File: config.mk
export PLATFORM = sky130hd
export DESIGN_NAME = ufe_ctrl
export DESIGN_NICKNAME = d
export VERILOG_FILES = /design/src/ufe_pkg.sv /design/src/ufe_ctrl.sv
export SDC_FILE = /design/constraint.sdc
export NUM_CORES = 1
export LEC_CHECK = 0
export ABC_CLOCK_PERIOD_IN_PS = 1750
export BUFFER_PORTS_ARGS = -buffer_cell sky130_fd_sc_hd__buf_2
export CORE_AREA = 2 2 39 41
export CTS_CLUSTER_SIZE = 8
export DETAILED_ROUTE_END_ITERATION = 8
export DIE_AREA = 0 0 41 43
export PLACE_DENSITY = 0.53
export REMOVE_ABC_BUFFERS = 1
export SYNTH_ARGS = -nofsm -noshare
export SYNTH_HDL_FRONTEND = slang
export SYNTH_SLANG_ARGS = --single-unit
File: constraint.sdc
create_clock -name i_clk -period 1.75 [get_ports i_clk]
set_clock_uncertainty 0.15 [all_clocks]
set_input_delay 0.35 -clock i_clk [delete_from_list [all_inputs] [get_ports i_clk]]
set_output_delay 0.35 -clock i_clk [all_outputs]
set_load 0.01 [all_outputs]
File: src/ufe_pkg.sv
package ufe_pkg;

    localparam int NODE_W          = 10;
    localparam int SIZE_OUT_W      = 11;
    localparam logic [SIZE_OUT_W-1:0] SIZE_OUT_MAX = 11'h7FF;
    localparam int NODE_COUNT_DFLT = 1024;

    // Operation codes carried on the mode field.
    localparam logic MODE_FIND  = 1'b0;
    localparam logic MODE_UNITE = 1'b1;

    // Commands from the controller to the datapath.
    typedef struct packed {
        logic clr_step;   // write one clearing-pass entry, advance
        logic accept;     // capture an input word
        logic load;       // start walking the selected operand
        logic use_b;      // selected operand is the second node
        logic walk_step;  // follow one parent link
        logic walk_done;  // root found, rewind for compression
        logic comp_step;  // point current node at root, advance
        logic size_rd_a;  // read size of first root
        logic size_rd_b;  // read size of second root
        logic cap_sa;     // capture size of first root
        logic finish;     // decide merge, drive result
    } t_cmd;

    // Status from the datapath to the controller.
    typedef struct packed {
        logic is_unite;
        logic op_ok;      // selected operand is a stored node
        logic hit;        // parent read back equals current node
        logic clr_last;   // clearing pass at last entry
    } t_sts;

endpackage

File: src/ufe_ctrl.sv
module ufe_ctrl (
    input  logic          i_clk,
    input  logic          i_rst_n,
    input  logic          i_start,
    output logic          o_busy,
    output ufe_pkg::t_cmd o_cmd,
    input  ufe_pkg::t_sts i_sts
);
    import ufe_pkg::*;

    localparam logic [2:0] S_CLEAR = 3'd0;
    localparam logic [2:0] S_IDLE  = 3'd1;
    localparam logic [2:0] S_LOAD  = 3'd2;
    localparam logic [2:0] S_WALK  = 3'd3;
    localparam logic [2:0] S_COMP  = 3'd4;
    localparam logic [2:0] S_SZA   = 3'd5;
    localparam logic [2:0] S_SZB   = 3'd6;
    localparam logic [2:0] S_DEC   = 3'd7;

    logic [2:0] r_state, n_state;
    logic       r_sel, n_sel;
    logic       op_last;

    assign o_busy  = (r_state != S_IDLE);
    assign op_last = !(i_sts.is_unite && !r_sel);

    always_comb begin
        o_cmd       = '0;
        o_cmd.use_b = r_sel;
        n_state     = r_state;
        n_sel       = r_sel;
        unique case (r_state)
            S_CLEAR: begin
                o_cmd.clr_step = 1'b1;
                if (i_sts.clr_last) begin
                    n_state = S_IDLE;
                end
            end
            S_IDLE: begin
                if (i_start) begin
                    o_cmd.accept = 1'b1;
                    n_sel        = 1'b0;
                    n_state      = S_LOAD;
                end
            end
            S_LOAD: begin
                o_cmd.load = 1'b1;
                if (i_sts.op_ok) begin
                    n_state = S_WALK;
                end else if (op_last) begin
                    n_state = S_SZA;
                end else begin
                    n_sel   = 1'b1;
                    n_state = S_LOAD;
                end
            end
            S_WALK: begin
                if (i_sts.hit) begin
                    o_cmd.walk_done = 1'b1;
                    n_state         = S_COMP;
                end else begin
                    o_cmd.walk_step = 1'b1;
                end
            end
            S_COMP: begin
                if (!i_sts.hit) begin
                    o_cmd.comp_step = 1'b1;
                end else if (op_last) begin
                    n_state = S_SZA;
                end else begin
                    n_sel   = 1'b1;
                    n_state = S_LOAD;
                end
            end
            S_SZA: begin
                o_cmd.size_rd_a = 1'b1;
                n_state         = S_SZB;
            end
            S_SZB: begin
                o_cmd.size_rd_b = 1'b1;
                o_cmd.cap_sa    = 1'b1;
                n_state         = S_DEC;
            end
            S_DEC: begin
                o_cmd.finish = 1'b1;
                n_state      = S_IDLE;
            end
        endcase
    end

    always_ff @(posedge i_clk) begin
        if (!i_rst_n) begin
            r_state <= S_CLEAR;
            r_sel   <= 1'b0;
        end else begin
            r_state <= n_state;
            r_sel   <= n_sel;
        end
    end

endmodule

==> results.json, run 1 <==
{
  "status": "completed",
  "worst_pin_slew_ps": 233,
  "holdBufCountCts": 0,
  "dp_hpwl_um": 797,
  "drt-initial-drc-count": 7,
  "routed-via-count": 434,
  "routed-wl-met3_um": 37,
  "die_x_um": 41,
  "finalNonFillerCells": 89,
  "max_freq_mhz": 608,
  "ys_warn_count": 0,
  "viasPerCell": 4.88,
  "dpl_cell_area_um2": 512,
  "drt_first_pass_iters": 2,
  "worstPathMaxFanout": 8,
  "grt_pass1_wl_mm": 1.48,
  "cap_violations": 0,
  "wl_met2_um": 510,
  "cts_tree": "yes",
  "worst_slack_ps": 106,
  "pre_cts_ws_ps": 238,
  "synth-seq-area-share": 0.191,
  "pwr-share-clk": 0.389,
  "cts-root-buf": "clkbuf_4",
  "register_area_um2": 83.8,
  "cts_num_sinks": 4,
  "synth_edf_count": 0,
  "pwr-share-comb": 0.242,
  "syn2layout_area_growth_pct": 29.6,
  "antenna_found_initial": 0,
  "drv_slew": 0,
  "nFillCells": 157,
  "switchingPower_w": 0.0000758,
  "peakVddDrop_mv": 0.321,
  "required_ps": 1250,
  "multi_input_area_um2": 282,
  "internal_power_w": 0.000204,
  "leakagePower_nw": 0.269,
  "rows": 14,
  "diodes": 0,
  "dp_cells": 86,
  "start_util": 0.303,
  "layout.nets": 82,
  "p_seq_frac": 0.369,
  "finalCritPeriodShare": 0.939,
  "critPathLaunchType": "flop",
  "drive_gt1_frac": 0.507,
  "m1WireLength_um": 436,
  "syn-cell-area_um2": 419,
  "setup.worst_path.end_class": "primary output",
  "clkTransAtPathRegs_ps": 40,
  "cts_buffers": 3,
  "die_y_um": 43,
  "synth_cells": 54,
  "wirelength_um": 984,
  "mostFrequentLayoutCell": "buf_2",
  "swShare": 0.271,
  "grt_pass1_vias": 372,
  "crit_arrival_ps": 1140,
  "synth_top_area_share": 0.191,
  "ant_nets": 0,
  "setup-tns-final_ps": 0,
  "mostFrequentLayoutCells": "18 x buf_2, 5 x nand2_1, 5 x a21oi_1, 5 x buf_4, 4 x o21ai_0",
  "groute.usage.overall": 0.125,
  "top_layer": "met3",
  "synthArstFlopShare": 0,
  "drc_errors": 0,
  "rsz0062_at_grt": "false",
  "die_area_um2": 1760,
  "ys.flop_type": "dfxtp_1",
  "hold_viol_final": 0,
  "ios": 19,
  "fin_crit_ps": 1640,
  "wire_per_inst_um": 11.1,
  "crit_type": "flop to primary output",
  "coreArea_um2": 1380,
  "maxSlewHeadroom": 0.844,
  "clockBufferDepth": 2,
  "ys_seq_elements": 4,
  "min_path_type": "primary input to flop",
  "ys_types": 28,
  "io_buffers": 18,
  "p_per_area_nw_per_um2": 516,
  "grt_start_max_net_pins": 12,
  "syn_avg_cell_area_um2": 7.76,
  "synth_area_leaders": "dfxtp_1 19%, a21oi_1 6.0%, buf_4 5.4%",
  "setup_violations": 0,
  "yosysTopAreaCell": "dfxtp_1",
  "finish.instance_area_um2": 543,
  "worst_skew_pair.late_latency_ps": 230,
  "htreeDepth": 1,
  "place_congestion": 0.718,
  "holdWs_ps": 236,
  "grt-ovfl-total": 0
}
## critical path, cell delays in order, from the launching register on
cell     delay, ps
dfxtp_2        410
nand2_1        140
nor3b_1        210
buf_2          160
## cells in the mapped netlist, types with 2 or more instances
master	n
a211o_1	2
nand2_1	5
buf_4	3
dfxtp_1	4
a21oi_1	5
nor3_1	3
and3b_1	2
nor3b_1	2
buf_6	2
nor2_1	3
buf_2	2
nand2b_1	2
o21ai_0	4
## worst paths after layout
check | from | end | slack (ps) | depth (start not counted)
worst max register to register | r_state[1] | r_sel | 280 | 5
worst max-delay path | r_state[1] | o_cmd[5] | 110 | 3
worst min-delay path | i_rst_n | r_state[0] | 240 | 3
worst min register to register | r_sel | r_sel | 360 | 2
## layer usage
metal	up-vias	track usage
met2	7	0.209
met1	195	0.138
met4	0	0.0600
met5	-	0
met3	0	0.0314
li1	232	-
## stage by stage
| step | utilization | total power, W |
|---|---|---|
| 5_1_grt | 0.392 | 0.000304 |
| 6_report | 0.392 | 0.000280 |
| 2_1_floorplan | - | 0.000141 |
| 4_1_cts | 0.388 | 0.000289 |
| 3_3_place_gp | 0.370 | 0.000173 |
| 3_5_place_dp | 0.370 | 0.000172 |
## repair_timing
action | in CTS | in global routing
endpoints found under the setup margin | 4 | 4
setup buffers | 0 | 0
resized for setup | 2 | 2
endpoints found under the hold margin | 0 | 0
## power groups by stage
| stage | combinational, W | sequential, W | clock [W] |
|---|---|---|---|
| final | 0.0000679 | 0.000104 | 0.000109 |
| after global routing | 0.0000749 | 0.000104 | 0.000125 |
| after CTS | 0.0000686 | 0.000103 | 0.000117 |
| after detailed placement | 0.0000683 | 0.000104 | 0 |
| after global placement | 0.0000691 | 0.000104 | 0 |
| after floorplan | 0.0000350 | 0.000106 | 0 |
## state kept, by name, summed over array words and instances, names as in the netlist
name / flops
r_sel: 1
r_state: 3
## cells by family (layout without fill, tap and decap cells)
family,Yosys count,count (layout),synth area share
AND/OR/NAND/NOR,24,24,0.364
flip-flops,4,4,0.191
AO/OA/AOI/OAI,17,17,0.296
buffers and inverters,9,28,0.149
## final cells by class
| class | count | area share |
|---|---|---|
| Tap cell | 16 | 0.0369 |
| Inverter | 2 | 0.0138 |
| Clock buffer | 3 | 0.0415 |
| Timing Repair Buffer | 23 | 0.235 |
| Multi-Input combinational cell | 41 | 0.518 |
| Sequential cell | 4 | 0.154 |
Note: power is estimated with default switching activity, not from simulation.
==> run 2, diff against run 1 <==
- ABC_AREA: unset -> 1
- PLACE_DENSITY: 0.53 -> 0.51
==> run 2 against run 1 <==
Net effect:
- clock power up 5%
- core utilization down 2.0 points
- worst hold slack worse by 14 ps
- non-clock buffer count down 3
- cell count up 26%
- flip-flop and latch count unchanged
- wire length down 5.1%
- via count up 12%
- worst setup slack worse by 4.4 ps
==> results.json, run 2 <==
{
  "syn-cell-area_um2": 389,
  "p_seq_frac": 0.233,
  "crit_type": "flop to primary output",
  "routed-via-count": 484,
  "mostFrequentLayoutCells": "18 x inv_1, 18 x nand2_1, 18 x buf_2",
  "cts-root-buf": "clkbuf_4",
  "p_per_area_nw_per_um2": 1330,
  "die_x_um": 41,
  "place_congestion": 0.799,
  "synthArstFlopShare": 0,
  "drv_slew": 0,
  "swShare": 0.476,
  "top_layer": "met3",
  "setup_violations": 0,
  "regMostFlops": "r_state",
  "layout.nets": 105,
  "drc_errors": 0,
  "synth_top_area_share": 0.206,
  "min_path_type": "primary input to flop",
  "ant_nets": 0,
  "synth_cells": 76,
  "nFillCells": 175,
  "routed-wl-met3_um": 66,
  "ys.flop_type": "dfxtp_1",
  "htreeDepth": 1,
  "dp_hpwl_um": 784,
  "ys_seq_elements": 4,
  "critPathLaunchType": "flop",
  "antenna_found_initial": 0,
  "clockBufferDepth": 2,
  "synth_edf_count": 0,
  "hold_viol_final": 0,
  "crit_arrival_ps": 1150,
  "synth_area_leaders": "dfxtp_1 21%, inv_1 17%, nand2_1 17%",
  "grt_pass1_wl_mm": 1.45,
  "cts_tree": "yes",
  "rsz0062_at_grt": "false",
  "m1WireLength_um": 423,
  "grt-ovfl-total": 0,
  "io_buffers": 18,
  "fin_crit_ps": 1650,
  "maxSlewHeadroom": 0.846,
  "cts_num_sinks": 4,
  "drive_gt1_frac": 0.281,
  "register_area_um2": 82.6,
  "drt_first_pass_iters": 4,
  "grt_start_max_net_pins": 9,
  "cts_setup_buffers": 0,
  "path_cells": "inv_1, nor2_2, nand2_1, nor2_1, buf_2",
  "ios": 19,
  "pwr-share-clk": 0.167,
  "max_freq_mhz": 607,
  "worst_pin_slew_ps": 230,
  "holdBufCountCts": 0,
  "switchingPower_w": 0.000326,
  "syn_avg_cell_area_um2": 5.12,
  "rows": 14,
  "worstPathMaxFanout": 6,
  "wire_per_inst_um": 8.34,
  "clkTransAtPathRegs_ps": 40,
  "multi_input_area_um2": 218,
  "peakVddDrop_mv": 0.596,
  "die_y_um": 43,
  "ys_types": 10,
  "top_regs": "r_state: 3 flops, r_sel: 1 flops",
  "ys_warn_count": 0,
  "internal_power_w": 0.000358,
  "wirelength_um": 934,
  "pwr-share-comb": 0.601,
  "viasPerCell": 4.32,
  "required_ps": 1250,
  "setup.worst_path.end_class": "primary output",
  "status": "completed",
  "die_area_um2": 1760,
  "largest_reg_flops": 3,
  "drt-initial-drc-count": 10,
  "max_stage_delay_ps": 370,
  "coreArea_um2": 1380,
  "wl_met2_um": 444,
  "finalCritPeriodShare": 0.942,
  "worst_skew_pair.late_latency_ps": 230,
  "cts_buffers": 3,
  "syn2layout_area_growth_pct": 32.5,
  "synth-seq-area-share": 0.206,
  "diodes": 0,
  "grt_pass1_vias": 397,
  "start_util": 0.281,
  "leakagePower_nw": 0.356,
  "cp_slowest_cell": "dfxtp_2",
  "yosysTopAreaCell": "dfxtp_1",
  "cap_violations": 0,
  "setup-tns-final_ps": 0,
  "synthTopCellsByCount": "18 x inv_1, 18 x nand2_1, 16 x nor2_1",
  "total_power_w": 0.000684,
  "groute.usage.overall": 0.122
}
## run 2: changes by cell type after synthesis, sizes merged, moves of 5 or more
cell,before,now
nand3,0,10
buf,7,2
nor2,5,16
nand2,5,18
inv,2,18
## run 2: logic make-up after synthesis
group,share of synthesized area
buf+inv,0.248
flops,0.206
simple gates,0.469
compound gates,0.0771
## run 2: final cells by class
class / count / area share
Multi-Input combinational cell: 51 / 0.422
Sequential cell: 4 / 0.160
Clock buffer: 3 / 0.0437
Inverter: 18 / 0.131
Tap cell: 16 / 0.0388
Timing Repair Buffer: 20 / 0.204
## run 2: per-layer routing
layer / vias to the layer above / track usage
li1: 266 / -
met2: 15 / 0.191
met5: - / 0
met1: 203 / 0.134
met4: 0 / 0.0800
met3: 0 / 0.0366
## run 2: timing repair
action                                  in CTS  in global routing
endpoints found under the setup margin       1                  3
resized for setup                            1                  3
hold endpoints to repair                     0                  0
cloned                                       0                  0
## run 2: power groups by stage
stage / Sequential (W) / Combinational (W) / Clock (W)
after global placement: 0.000153 / 0.000411 / 0
after global routing: 0.000162 / 0.000477 / 0.000127
after floorplan: 0.000151 / 0.000263 / 0
after CTS: 0.000151 / 0.000410 / 0.000121
final: 0.000159 / 0.000411 / 0.000114
after detailed placement: 0.000151 / 0.000404 / 0
## run 2: critical path, delay by kind of cell, from the launching register on
kind,cells,cell delay (ps)
buffers and inverters,2,220
DFF,1,370
and+or+nand+nor,3,320
## run 2: per-stage QoR
stage	util	instance area (um^2)	worst slack, ps	instances	hold WS (ps)
3_5_place_dp	0.351	485	259	109	336
5_1_grt	0.373	515	44.6	112	217
2_1_floorplan	-	360	344	73	332
4_1_cts	0.369	510	46.9	112	218
3_3_place_gp	0.351	485	244	109	323
6_report	0.373	515	102	112	222
## run 2: path summary, 6_finish.rpt
kind                                 start          to  slack [ps]  depth (start not counted)
worst max-delay path            r_state[0]    o_cmd[9]         100                          5
worst min-delay path               i_rst_n  r_state[0]         220                          3
worst min register to register       r_sel       r_sel         340                          2
worst max register to register  r_state[0]  r_state[0]         360                          8
